--- src/rtl/core/assert_macros.svh ---
// assertion macros used by the led chain encoder datapath
`ifndef ASSERT_MACROS_SVH
`define ASSERT_MACROS_SVH

// implication or plain property, checked on every rising edge outside reset
`define LCPE_ASSERT(lbl, clk, rst_n, prop, msg) \
    lbl: assert property (@(posedge clk) disable iff (!rst_n) (prop)) else $error(msg);

// invariant that must hold on every rising edge outside reset
`define LCPE_ASSERT_ALWAYS(lbl, clk, rst_n, expr, msg) \
    lbl: assert property (@(posedge clk) disable iff (!rst_n) (expr)) else $error(msg);

`endif

--- src/rtl/core/lcpe_pkg.sv ---
// package with constants and controller/datapath interface types of the led chain encoder
`default_nettype none

package lcpe_pkg;

    localparam int MaxLedsDefault = 1024;

    localparam int ActiveTicks  = 17;
    localparam int PassiveTicks = 40;
    localparam int NsPerTick    = 25;

    localparam logic [15:0] ActiveNs  = 16'(ActiveTicks * NsPerTick);
    localparam logic [15:0] PassiveNs = 16'(PassiveTicks * NsPerTick);

    localparam int GroupSlots = 64;
    localparam int PosW       = $clog2(GroupSlots);

    localparam int CfgIndexW = 2;
    localparam int CfgDataW  = 10;

    localparam logic [CfgIndexW-1:0] RegLedType  = 2'd0;
    localparam logic [CfgIndexW-1:0] RegInvert   = 2'd1;
    localparam logic [CfgIndexW-1:0] RegLedLimit = 2'd2;

    localparam logic [1:0] LedGrb  = 2'd0;
    localparam logic [1:0] LedGrbw = 2'd1;
    localparam logic [1:0] LedRgb  = 2'd2;

    localparam logic [4:0] LastBitNarrow = 5'd23;
    localparam logic [4:0] LastBitWide   = 5'd31;

    typedef struct packed {
        logic load;
        logic put;
        logic level;
        logic next_bit;
        logic flush;
    } dp_cmd_t;

    typedef struct packed {
        logic encode_ok;
        logic cur_bit;
        logic last_bit;
        logic pos_last;
        logic pos_zero;
        logic frame_end;
        logic put_ok;
        logic flush_ok;
    } dp_status_t;

endpackage

`default_nettype wire

--- src/rtl/core/led_chain_pwm_pattern_encoder_core.sv ---
// top level of the led chain pwm slot encoder
`default_nettype none

// Encodes one LED per input transfer into line slots: each colour bit, most
// significant first, becomes 1-1-0 for a one or 1-0 for a zero, packed lsb
// first into 64-slot groups with their transmit time in ns. One slot is
// produced per clock by the datapath while no finished group waits for the
// output side. An LED is loaded, its 24 or 32 bits become slots, plus a zero
// slot for each one that is pushed past a group boundary, a padding check
// follows, with zero slots up to the group end on the frame end, and a flush
// step ends it; an LED over the limit gets no bit slots. Slot, padding and
// flush steps stall while finished groups wait for the output side. A new LED
// is taken only after the previous one has been fully encoded. Configuration
// writes are always ready and must only be made while the block is idle.
module led_chain_pwm_pattern_encoder_core #(
    parameter int MAX_LEDS = lcpe_pkg::MaxLedsDefault
) (
    input  wire logic                           clk,
    input  wire logic                           rst_n,
    input  wire logic                           s_tvalid,
    output logic                                s_tready,
    // color_byte0 [7:0], color_byte1 [15:8], color_byte2 [23:16], color_byte3 [31:24]
    input  wire logic [31:0]                    s_tdata,
    input  wire logic                           s_tlast,
    output logic                                m_tvalid,
    input  wire logic                           m_tready,
    // slot_group [63:0], group_duration_ns [79:64]
    output logic [79:0]                         m_tdata,
    output logic                                m_tlast,
    input  wire logic                           cfg_valid,
    output logic                                cfg_ready,
    input  wire logic [lcpe_pkg::CfgIndexW-1:0] cfg_index,
    input  wire logic [lcpe_pkg::CfgDataW-1:0]  cfg_data
);

    lcpe_pkg::dp_cmd_t    cmd;
    lcpe_pkg::dp_status_t status;
    logic                 in_ready;
    logic [lcpe_pkg::GroupSlots-1:0] out_group;
    logic [15:0]          out_duration;

    assign cfg_ready = 1'b1;
    assign s_tready  = in_ready;
    assign m_tdata   = {out_duration, out_group};

    lcpe_ctrl u_ctrl (
        .clk      (clk),
        .rst_n    (rst_n),
        .in_valid (s_tvalid),
        .in_ready (in_ready),
        .status   (status),
        .cmd      (cmd)
    );

    lcpe_datapath #(
        .MAX_LEDS (MAX_LEDS)
    ) u_datapath (
        .clk          (clk),
        .rst_n        (rst_n),
        .cfg_valid    (cfg_valid),
        .cfg_index    (cfg_index),
        .cfg_data     (cfg_data),
        .in_data      (s_tdata),
        .in_last      (s_tlast),
        .cmd          (cmd),
        .status       (status),
        .out_valid    (m_tvalid),
        .out_ready    (m_tready),
        .out_group    (out_group),
        .out_duration (out_duration),
        .out_last     (m_tlast)
    );

endmodule

`default_nettype wire

--- src/rtl/core/lcpe_ctrl.sv ---
// controller state machine sequencing bits, slots, padding and group flush
`default_nettype none

module lcpe_ctrl (
    input  wire logic                clk,
    input  wire logic                rst_n,
    input  wire logic                in_valid,
    output logic                     in_ready,
    input  wire lcpe_pkg::dp_status_t status,
    output lcpe_pkg::dp_cmd_t        cmd
);

    typedef enum logic [3:0] {
        ST_IDLE  = 4'b0001,
        ST_SLOT  = 4'b0010,
        ST_PAD   = 4'b0100,
        ST_FLUSH = 4'b1000
    } state_t;

    typedef enum logic [1:0] {
        PH_FIRST  = 2'd0,
        PH_SECOND = 2'd1,
        PH_TAIL   = 2'd2
    } phase_t;

    state_t state_reg, state_next;
    phase_t phase_reg, phase_next;

    always_ff @(posedge clk or negedge rst_n)
    begin
        if (!rst_n)
        begin
            state_reg <= ST_IDLE;
            phase_reg <= PH_FIRST;
        end
        else
        begin
            state_reg <= state_next;
            phase_reg <= phase_next;
        end
    end

    always_comb
    begin
        logic bit_done;
        bit_done   = 1'b0;
        cmd        = '0;
        in_ready   = 1'b0;
        state_next = state_reg;
        phase_next = phase_reg;
        unique case (state_reg)
            ST_IDLE:
            begin
                in_ready = 1'b1;
                if (in_valid)
                begin
                    cmd.load   = 1'b1;
                    phase_next = PH_FIRST;
                    state_next = status.encode_ok ? ST_SLOT : ST_PAD;
                end
            end
            ST_SLOT:
            begin
                if (status.put_ok)
                begin
                    cmd.put = 1'b1;
                    case (phase_reg)
                        PH_FIRST:
                        begin
                            // a one may not start on the last slot of a group
                            if (status.cur_bit && status.pos_last)
                            begin
                                cmd.level = 1'b0;
                            end
                            else
                            begin
                                cmd.level  = 1'b1;
                                phase_next = PH_SECOND;
                            end
                        end
                        PH_SECOND:
                        begin
                            if (status.cur_bit)
                            begin
                                cmd.level  = 1'b1;
                                phase_next = PH_TAIL;
                            end
                            else
                            begin
                                cmd.level = 1'b0;
                                bit_done  = 1'b1;
                            end
                        end
                        default:
                        begin
                            cmd.level = 1'b0;
                            bit_done  = 1'b1;
                        end
                    endcase
                    if (bit_done)
                    begin
                        phase_next = PH_FIRST;
                        if (status.last_bit)
                        begin
                            state_next = ST_PAD;
                        end
                        else
                        begin
                            cmd.next_bit = 1'b1;
                        end
                    end
                end
            end
            ST_PAD:
            begin
                if (!status.frame_end || status.pos_zero)
                begin
                    state_next = ST_FLUSH;
                end
                else if (status.put_ok)
                begin
                    cmd.put   = 1'b1;
                    cmd.level = 1'b0;
                end
            end
            ST_FLUSH:
            begin
                cmd.flush = 1'b1;
                if (status.flush_ok)
                begin
                    state_next = ST_IDLE;
                end
            end
            default:
            begin
                state_next = ST_IDLE;
            end
        endcase
    end

endmodule

`default_nettype wire

--- src/rtl/core/lcpe_datapath.sv ---
// datapath: config registers, bit shifter, slot packing, durations, pending and output groups
`default_nettype none
`include "assert_macros.svh"

module lcpe_datapath #(
    parameter int MAX_LEDS = lcpe_pkg::MaxLedsDefault
) (
    input  wire logic                               clk,
    input  wire logic                               rst_n,
    input  wire logic                               cfg_valid,
    input  wire logic [lcpe_pkg::CfgIndexW-1:0]     cfg_index,
    input  wire logic [lcpe_pkg::CfgDataW-1:0]      cfg_data,
    input  wire logic [31:0]                        in_data,
    input  wire logic                               in_last,
    input  wire lcpe_pkg::dp_cmd_t                  cmd,
    output lcpe_pkg::dp_status_t                    status,
    output logic                                    out_valid,
    input  wire logic                               out_ready,
    output logic [lcpe_pkg::GroupSlots-1:0]         out_group,
    output logic [15:0]                             out_duration,
    output logic                                    out_last
);

    localparam int LedCap = (MAX_LEDS < 1023) ? MAX_LEDS : 1023;
    localparam int CntW   = $clog2(LedCap + 1);
    localparam int PosW   = lcpe_pkg::PosW;
    localparam logic [15:0] DurMax = 16'((lcpe_pkg::GroupSlots - 1) * lcpe_pkg::PassiveTicks
                                         * lcpe_pkg::NsPerTick);

    logic [1:0]  led_type_reg;
    logic        invert_reg;
    logic [9:0]  led_limit_reg;

    logic [31:0] word_reg;
    logic [4:0]  bit_cnt_reg;
    logic        wide_reg;
    logic        frame_end_reg;
    logic [CntW-1:0] leds_reg;

    logic [lcpe_pkg::GroupSlots-1:0] partial_reg;
    logic [PosW-1:0]                 pos_reg;
    logic [15:0]                     dur_reg;

    logic                            pend_valid_reg;
    logic [lcpe_pkg::GroupSlots-1:0] pend_group_reg;
    logic [15:0]                     pend_dur_reg;

    logic                            out_valid_reg;
    logic [lcpe_pkg::GroupSlots-1:0] out_group_reg;
    logic [15:0]                     out_dur_reg;
    logic                            out_last_reg;

    logic        encode_ok;
    logic        pos_last;
    logic        out_free;
    logic        put_ok;
    logic        flush_ok;
    logic        completing;
    logic        slot_bit;
    logic [15:0] dur_inc;
    logic [15:0] dur_sum;
    logic        pend_to_out;
    logic [31:0] load_word;
    logic        load_wide;

    assign encode_ok  = (10'(leds_reg) < led_limit_reg) && (32'(leds_reg) < 32'(MAX_LEDS));
    assign pos_last   = (pos_reg == {PosW{1'b1}});
    assign out_free   = !out_valid_reg || out_ready;
    assign put_ok     = !pos_last || !pend_valid_reg || out_free;
    assign flush_ok   = !pend_valid_reg || out_free;
    assign completing = cmd.put && pos_last;
    assign slot_bit   = cmd.level ^ invert_reg;
    assign dur_inc    = cmd.level ? lcpe_pkg::ActiveNs : lcpe_pkg::PassiveNs;
    assign dur_sum    = dur_reg + dur_inc;
    assign pend_to_out = pend_valid_reg && ((completing) || (cmd.flush && out_free));

    always_comb
    begin
        status.encode_ok = encode_ok;
        status.cur_bit   = word_reg[31];
        status.last_bit  = (bit_cnt_reg == (wide_reg ? lcpe_pkg::LastBitWide
                                                     : lcpe_pkg::LastBitNarrow));
        status.pos_last  = pos_last;
        status.pos_zero  = (pos_reg == '0);
        status.frame_end = frame_end_reg;
        status.put_ok    = put_ok;
        status.flush_ok  = flush_ok;
    end

    // byte order on the wire
    always_comb
    begin
        case (led_type_reg)
            lcpe_pkg::LedGrbw:
            begin
                load_word = {in_data[15:8], in_data[7:0], in_data[23:16], in_data[31:24]};
                load_wide = 1'b1;
            end
            lcpe_pkg::LedRgb:
            begin
                load_word = {in_data[7:0], in_data[15:8], in_data[23:16], 8'h00};
                load_wide = 1'b0;
            end
            default:
            begin
                load_word = {in_data[15:8], in_data[7:0], in_data[23:16], 8'h00};
                load_wide = 1'b0;
            end
        endcase
    end

    always_ff @(posedge clk or negedge rst_n)
    begin
        if (!rst_n)
        begin
            led_type_reg  <= lcpe_pkg::LedGrb;
            invert_reg    <= 1'b0;
            led_limit_reg <= 10'd1;
        end
        else if (cfg_valid)
        begin
            unique case (cfg_index)
                lcpe_pkg::RegLedType:  led_type_reg  <= cfg_data[1:0];
                lcpe_pkg::RegInvert:   invert_reg    <= cfg_data[0];
                lcpe_pkg::RegLedLimit: led_limit_reg <= cfg_data[9:0];
                default:
                begin
                end
            endcase
        end
    end

    always_ff @(posedge clk or negedge rst_n)
    begin
        if (!rst_n)
        begin
            frame_end_reg <= 1'b0;
            leds_reg      <= '0;
        end
        else
        begin
            if (cmd.load)
            begin
                frame_end_reg <= in_last;
            end
            if (cmd.load && encode_ok)
            begin
                leds_reg <= leds_reg + CntW'(1);
            end
            else if (cmd.flush && flush_ok && frame_end_reg)
            begin
                leds_reg <= '0;
            end
        end
    end

    always_ff @(posedge clk)
    begin
        if (cmd.load)
        begin
            word_reg    <= load_word;
            wide_reg    <= load_wide;
            bit_cnt_reg <= '0;
        end
        else if (cmd.next_bit)
        begin
            word_reg    <= {word_reg[30:0], 1'b0};
            bit_cnt_reg <= bit_cnt_reg + 5'd1;
        end
    end

    always_ff @(posedge clk or negedge rst_n)
    begin
        if (!rst_n)
        begin
            partial_reg <= '0;
            pos_reg     <= '0;
            dur_reg     <= '0;
        end
        else if (cmd.put)
        begin
            pos_reg <= pos_reg + PosW'(1);
            if (completing)
            begin
                partial_reg <= '0;
                dur_reg     <= '0;
            end
            else
            begin
                partial_reg[pos_reg] <= slot_bit;
                dur_reg              <= dur_sum;
            end
        end
    end

    always_ff @(posedge clk or negedge rst_n)
    begin
        if (!rst_n)
        begin
            pend_valid_reg <= 1'b0;
        end
        else if (completing)
        begin
            pend_valid_reg <= 1'b1;
        end
        else if (cmd.flush && flush_ok)
        begin
            pend_valid_reg <= 1'b0;
        end
    end

    always_ff @(posedge clk)
    begin
        if (completing)
        begin
            pend_group_reg <= {slot_bit, partial_reg[lcpe_pkg::GroupSlots-2:0]};
            pend_dur_reg   <= dur_sum;
        end
    end

    always_ff @(posedge clk or negedge rst_n)
    begin
        if (!rst_n)
        begin
            out_valid_reg <= 1'b0;
        end
        else if (pend_to_out)
        begin
            out_valid_reg <= 1'b1;
        end
        else if (out_ready)
        begin
            out_valid_reg <= 1'b0;
        end
    end

    // a group is marked last only when it closes the step of a frame end
    always_ff @(posedge clk)
    begin
        if (pend_to_out)
        begin
            out_group_reg <= pend_group_reg;
            out_dur_reg   <= pend_dur_reg;
            out_last_reg  <= cmd.flush && frame_end_reg;
        end
    end

    assign out_valid    = out_valid_reg;
    assign out_group    = out_group_reg;
    assign out_duration = out_dur_reg;
    assign out_last     = out_last_reg;

    `LCPE_ASSERT(a_no_group_lost, clk, rst_n, (completing && pend_valid_reg) |-> out_free, "group completed while output register full")
    `LCPE_ASSERT(a_frame_aligned, clk, rst_n, (cmd.flush && flush_ok && frame_end_reg) |-> (pos_reg == '0), "frame closed with slots still open")
    `LCPE_ASSERT_ALWAYS(a_tail_clear, clk, rst_n, (partial_reg >> pos_reg) == '0, "stale slot bits above slot position")
    `LCPE_ASSERT_ALWAYS(a_dur_bound, clk, rst_n, dur_reg <= DurMax, "open group duration out of range")

endmodule

`default_nettype wire
--- config.mk ---
export PLATFORM = sky130hd
export DESIGN_NAME = led_chain_pwm_pattern_encoder_core
export DESIGN_NICKNAME = d
export VERILOG_FILES = /design/src/rtl/core/lcpe_pkg.sv /design/src/rtl/core/led_chain_pwm_pattern_encoder_core.sv /design/src/rtl/core/lcpe_ctrl.sv /design/src/rtl/core/lcpe_datapath.sv
export VERILOG_INCLUDE_DIRS = /design/src /design/src/rtl/core
export SDC_FILE = /design/constraint.sdc
export NUM_CORES = 1
export LEC_CHECK = 0
export BUFFER_PORTS_ARGS = -buffer_cell sky130_fd_sc_hd__buf_2
export CAP_MARGIN = 20
export CELL_PAD_IN_SITES_DETAIL_PLACEMENT = 1
export CELL_PAD_IN_SITES_GLOBAL_PLACEMENT = 2
export CORE_ASPECT_RATIO = 0.7
export CORE_MARGIN = 5
export CORE_UTILIZATION = 45
export DETAILED_ROUTE_END_ITERATION = 6
export GPL_TIMING_DRIVEN = 1
export PLACE_DENSITY = 0.92
export SLEW_MARGIN = 20
export SYNTH_ARGS = -nofsm -noshare
export SYNTH_HDL_FRONTEND = slang
export SYNTH_SLANG_ARGS = --single-unit
--- constraint.sdc ---
create_clock -name clk -period 20.8 [get_ports clk]
set_input_delay 0 -clock clk [delete_from_list [all_inputs] [get_ports clk]]
set_output_delay 0 -clock clk [all_outputs]
set_load 0.005 [all_outputs]
Word level (Yosys, flattened, before mapping)
Cells that the tools add are included.
{"block": "classes", "add_sub_neg": 4, "magnitude_cmp": 3, "eq_ne": 20, "muxes": 50, "bitwise": 1, "n_reduce_logical": 32}
{"op": "$bwmux W64", "n": 1}
{"op": "$mux W32", "n": 2}
{"op": "$mux W64", "n": 1}
{"op": "$pmux W32 S2", "n": 1}
{"op": "$mux W10", "n": 3}
{"op": "$mux W4", "n": 7}
{"op": "$mux W1", "n": 18}
{"op": "$add A16 B16 Y16", "n": 1}
{"op": "$mux W16", "n": 1}
{"op": "$pmux W4 S4", "n": 1}
{"op": "$mux W2", "n": 7}
{"op": "$pmux W2 S2", "n": 3}
{"op": "$reduce_and A6 Y1", "n": 2}
{"op": "$add A10 B1 Y10 const B", "n": 1}
{"op": "$lt A10 B10 Y1", "n": 1}
{"op": "$reduce_bool A2 Y1", "n": 5}
{"op": "$logic_and A1 B1 Y1", "n": 9}
{"op": "$ne A2 B1 Y1 const B", "n": 4}
{"op": "$lt A6 B7 Y1 const B", "n": 1}
{"op": "$add A6 B1 Y6 const B", "n": 1}
{"op": "$demux W1 S6", "n": 1}
{"op": "$eq A2 B1 Y1 const B", "n": 3}
{"op": "$eq A6 B6 Y1 const B", "n": 1}
{"op": "$ge A6 B1 Y1 const B", "n": 1}
{"op": "other kinds (19)", "n": 34}
{"block": "word_totals", "regBits": 317, "input_bits": 50, "out_inout_bits": 84, "elab_cells": 130}

Depth between registers and ports, before layout
{"block": "logic_depth", "depth_word": 13, "mapped_depth": 13}

By module
A second synthesis with hierarchy kept.
{"block": "hier_totals", "hier_cells": 934, "hier_area_um2": 12668.4}
{"mod": "lcpe_datapath", "instances": 1, "cells_per_inst": 888, "area_each_um2": 12241.7, "seq_area_each_um2": 8704.6}
{"mod": "lcpe_ctrl", "instances": 1, "cells_per_inst": 44, "area_each_um2": 415.4, "seq_area_each_um2": 151.4}
{"mod": "led_chain_pwm_pattern_encoder_core", "instances": 1, "cells_per_inst": 2, "area_each_um2": 11.3, "seq_area_each_um2": 0.0}

Worst setup path before layout
OpenSTA, ideal clock, no wires.
{"block": "synth_timing", "path_kind": "register to register", "start": "reg u_ctrl.state_reg[3]", "end": "reg u_datapath.out_dur_reg[0] (netlist: u_datapath.out_duration[0]), enable pin", "arrival_ns": 7.594, "path_slack_ns": 12.563, "path_stages_with_launch": 8, "synth_period_minus_slack_ns": 8.237, "cell_sequence": "dfrtp_1 -> or4b_1 -> buf_4 -> buf_6 -> a211oi_2 -> buf_6 -> inv_1 -> a21boi_0"}
{"block": "synth_via", "elab_chain_cells": 5}
{"item": "start, declared", "line": "lcpe_ctrl.sv:26", "rtl": "state_t state_reg, state_next;"}
{"item": "start signal, assigned", "line": "lcpe_ctrl.sv:38", "rtl": "state_reg <= state_next;"}
{"item": "$eq A4 B3 Y1 (tied with other cells)", "line": "lcpe_ctrl.sv:51", "rtl": "unique case (state_reg)"}
{"item": "$pmux W2 S2 or $mux W1 (tied branches)", "line": "lcpe_ctrl.sv:51"}
{"item": "$logic_and A1 B1 Y1, on equally long branches", "line": "lcpe_datapath.sv:71, lcpe_datapath.sv:75"}
{"item": "$logic_or A1 B1 Y1 *", "line": "lcpe_datapath.sv:75", "rtl": "assign pend_to_out = pend_valid_reg && ((completing) || (cmd.flush && out_free));"}
{"item": "$logic_and A1 B1 Y1 *", "line": "lcpe_datapath.sv:75"}
{"item": "named net u_datapath.pend_to_out", "line": "lcpe_datapath.sv:62", "rtl": "logic pend_to_out;"}
{"item": "end signal, assigned", "line": "lcpe_datapath.sv:243", "rtl": "out_dur_reg <= pend_dur_reg;"}
{"item": "end, declared", "line": "lcpe_datapath.sv:50", "rtl": "logic [15:0] out_dur_reg;"}
The timed path passes the listed nets; every way through them passes the cells marked *.
A chain may end at the register's enable or synchronous reset.

Worst setup path after layout
{"block": "layout_timing", "start": "reg u_datapath.pos_reg[3]", "end": "reg u_datapath.out_dur_reg[9] (netlist: u_datapath.out_duration[9]), enable pin"}
{"block": "layout_via", "elab_chain_cells": 10}
{"item": "start, declared", "line": "lcpe_datapath.sv:41", "rtl": "logic [PosW-1:0] pos_reg;"}
{"item": "start signal, assigned", "line": "lcpe_datapath.sv:182", "rtl": "pos_reg <= pos_reg + PosW'(1);"}
{"item": "$eq A6 B6 Y1", "line": "lcpe_datapath.sv:67", "rtl": "assign pos_last = (pos_reg == {PosW{1'b1}});"}
{"item": "$logic_not A1 Y1", "line": "lcpe_datapath.sv:69", "rtl": "assign put_ok = !pos_last || !pend_valid_reg || out_free;"}
{"item": "$logic_or A1 B1 Y1 (2 in series)", "line": "lcpe_datapath.sv:69"}
{"item": "$mux W2", "line": "lcpe_ctrl.sv:120", "rtl": "else if (status.put_ok)"}
{"item": "$mux W2", "line": "lcpe_ctrl.sv:116", "rtl": "if (!status.frame_end || status.pos_zero)"}
{"item": "$pmux W2 S2", "line": "lcpe_ctrl.sv:51"}
{"item": "$logic_and A1 B1 Y1 *", "line": "lcpe_datapath.sv:71", "rtl": "assign completing = cmd.put && pos_last;"}
{"item": "$logic_or A1 B1 Y1 *", "line": "lcpe_datapath.sv:75"}
{"item": "$logic_and A1 B1 Y1 *", "line": "lcpe_datapath.sv:75"}
{"item": "named net u_datapath.pend_to_out", "line": "lcpe_datapath.sv:62"}
Marks and branches as above.

==> results.py <==
metrics = {
    "outcome": {
        "outcome": "complete, no violations",
    },
    "setup_path": {
        "cp_data_required_time_ps": 21010,
        "path_class": "register to register",
        "setup.worst_path.start": "u_datapath.pos_reg[3]$_DFFE_PN0P_",
        "crit_path_end_kind": "register",
        "cp.arrival_ps": 4700,
        "crit_path_max_fanout": 59,
        "r2r_start": "u_datapath.pos_reg[3]$_DFFE_PN0P_",
        "cp-start-kind": "register",
    },
    "cts": {
        "cts.sinks": 316,
        "clockBufferDepth": 3,
        "numCtsBuffers": 30,
        "root_buffer": "clkbuf_16",
        "clk_latency_ps": 570,
        "cts_tree": "built",
        "ctsHtreeMaxLevel": 1,
        "clkSlewWorstSetupHoldPaths_ps": 70,
        "post_cts_buffers": 0,
    },
    "synthesis": {
        "synth_fp_nets": 981,
        "synth_ff_type": "edfxtp_1",
        "synth_edf_count": 194,
        "ys_seq_elements": 316,
        "synth_area_leader_cell": "edfxtp_1",
        "synth_top_area_share_pct": 45.40,
        "syn_inst": 912,
        "syn_avg_cell_area_um2": 14.07,
        "netlist_area_um2": 12830,
        "yosys-top-cells-area": "edfxtp_1, dfrtp_1, a311oi_1",
        "synth_cell_types": 67,
        "async_flop_share_pct": 37.03,
        "ys_seq_area_share_pct": 69.01,
        "ys_warn_count": 0,
    },
    "route": {
        "ant_nets": 0,
        "first_iter_violations": 506,
        "routed_wl_um": 30100,
        "drc": 0,
        "wl_per_cell_um": 20.22,
        "dr_total_vias": 8282,
        "dr.pass1.iters": 5,
        "vias_per_cell": 5.562,
    },
    "floorplan": {
        "io_pins": 134,
        "row_count": 51,
        "initial_utilization_pct": 45.91,
        "die_w_um": 211.8,
        "dieArea_um2": 32050,
        "die_h_um": 151.3,
        "fp.coreArea_um2": 27950,
    },
    "sta": {
        "worst_slew_pin_slew_ps": 1029,
        "hold_slack_ps": 102.7,
        "fin_tns_setup_ps": 0,
        "finClkSkew_ps": 23.34,
        "hold_violations": 0,
        "maxSlewHeadroom_pct": 31.38,
        "fin_crit_ps": 4493,
        "finalSetupViolCount": 0,
        "fmax_ghz": 0.2226,
        "fin_crit_sh_pct": 21.60,
        "rsz0062_at_grt": "false",
        "drv_slew": 0,
    },
    "pwr": {
        "p_leak_nw": 5.904,
        "p_per_area_nw_per_um2": 114.8,
        "ir_drop_mv": 0.06204,
        "power_mw": 1.780,
    },
    "placement": {
        "numPortBuffers": 132,
        "gp_congestion": 0.7666,
        "dpl.hpwl_um": 18880,
    },
    "grt": {
        "antenna_found_initial": 0,
        "grt_pass1_wl_um": 48520,
        "grt_overflow": 0,
        "grtUsageTotal_pct": 18.89,
        "grt_max_degree": 88,
        "first_global_vias": 8595,
    },
    "run": {
        "timing.max_cap.violations": 0,
    },
    "cells_and_area": {
        "drive_gt1_share_pct": 22.27,
        "syn2layout_area_growth_pct": 20.81,
        "final_util_pct": 55.47,
        "mostFrequentLayoutCell": "edfxtp_1",
        "mostFrequentLayoutCells": "edfxtp_1, buf_2, dfrtp_1",
        "nets": 1163,
        "antennaDiodeCount": 0,
    },
    "min_path": {
        "hold_path_class": "input pin to asynchronous set/reset pin",
    },
}
-- per-stage QoR --
stage               setup WS [ps]  instances  area, µm²
floorplan                   12560        912      12830
global placement            16280       1371      13800
detailed placement          16290       1372      13830
CTS                         16310       1488      15480
global route                16020       1489      15500
finish                      16310       1489      15500
-- final cells by class --
| class | instances | area [µm²] |
|---|---|---|
| Fill cell | 2780 | 12450 |
| Sequential cell | 316 | 8856 |
| Multi-Input combinational cell | 511 | 3611 |
| Timing Repair Buffer | 213 | 1441 |
| Clock buffer | 40 | 819.5 |
| Tap cell | 371 | 464.2 |
| Clock inverter | 16 | 227.7 |
| Inverter | 22 | 82.58 |
-- synth_stat cells, drive strengths merged (9+ instances only) --
| cell type | instances |
|---|---|
| buf | 30 |
| ha | 19 |
| dfrtp | 115 |
| a211oi | 9 |
| inv | 21 |
| mux2 | 12 |
| nor2 | 49 |
| o21ai | 18 |
| a31oi | 10 |
| a21oi | 81 |
| a311oi | 63 |
| nand3 | 24 |
| edfxtp | 194 |
| nand2 | 76 |
| a221oi | 16 |
| nor3 | 12 |
| xnor2 | 19 |
| clkbuf | 33 |
-- per-layer routing --
metal / vias up / GRT usage (%) / share of wire (%)
met1: 4202 / 27.75 / 46
met5: - / 0 / 0
met3: 28 / 3.810 / 5.6
met4: 0 / 2.768 / 1.1
met2: 205 / 30.12 / 47
li1: 3847 / - / -
-- cells by family after synthesis --
logic type               after synthesis  synth area share, %
adder cells (fa/ha/maj)               19                1.853
XOR/XNOR                              26                1.833
AO/OA/AOI/OAI                        239                14.67
other                                  1              0.02922
multiplexers                          16                1.365
flip-flops                           316                69.01
buffers and inverters                 85                3.335
AND/OR/NAND/NOR                      210                7.898
-- critical path, cell delays in order, from the launching register on --
cell and delay [ps]:
dfrtp_1 620, and3_1 630, nand3_1 320, a211oi_4 280, buf_4 640, inv_1 190, a21boi_4 690, buf_16 240
buf_4 480
-- what timing repair did --
action                    CTS  global route
hold buffers               60             0
gates resized for setup     0             0
hold endpoints to repair  114             0
-- final timing paths --
kind | endpoint | depth (start not counted) | slack (ps)
worst min register to register | u_datapath.out_group[53]$_DFFE_PP_ | 0 | 410
worst min-delay path | u_datapath.invert_reg$_DFFE_PN0P_ | 2 | 100
max in group asynchronous | u_datapath.dur_reg[7]$_DFFE_PN0P_ | 3 | 19450
min in group clk | u_datapath.led_limit_reg[3]$_DFFE_PN0P_ | 3 | 190
worst max register to register | u_datapath.out_duration[9]$_DFFE_PP_ | 8 | 16310
worst max-delay path | u_datapath.out_duration[9]$_DFFE_PP_ | 8 | 16310
-- power by group --
part           total (mW)  switching, mW  internal [mW]  leakage (nW)
clock               0.578          0.237          0.340         0.508
sequential          0.819         0.0631          0.756          3.31
combinational       0.383          0.242          0.141          2.08
Note: power is estimated with default switching activity, not from simulation.
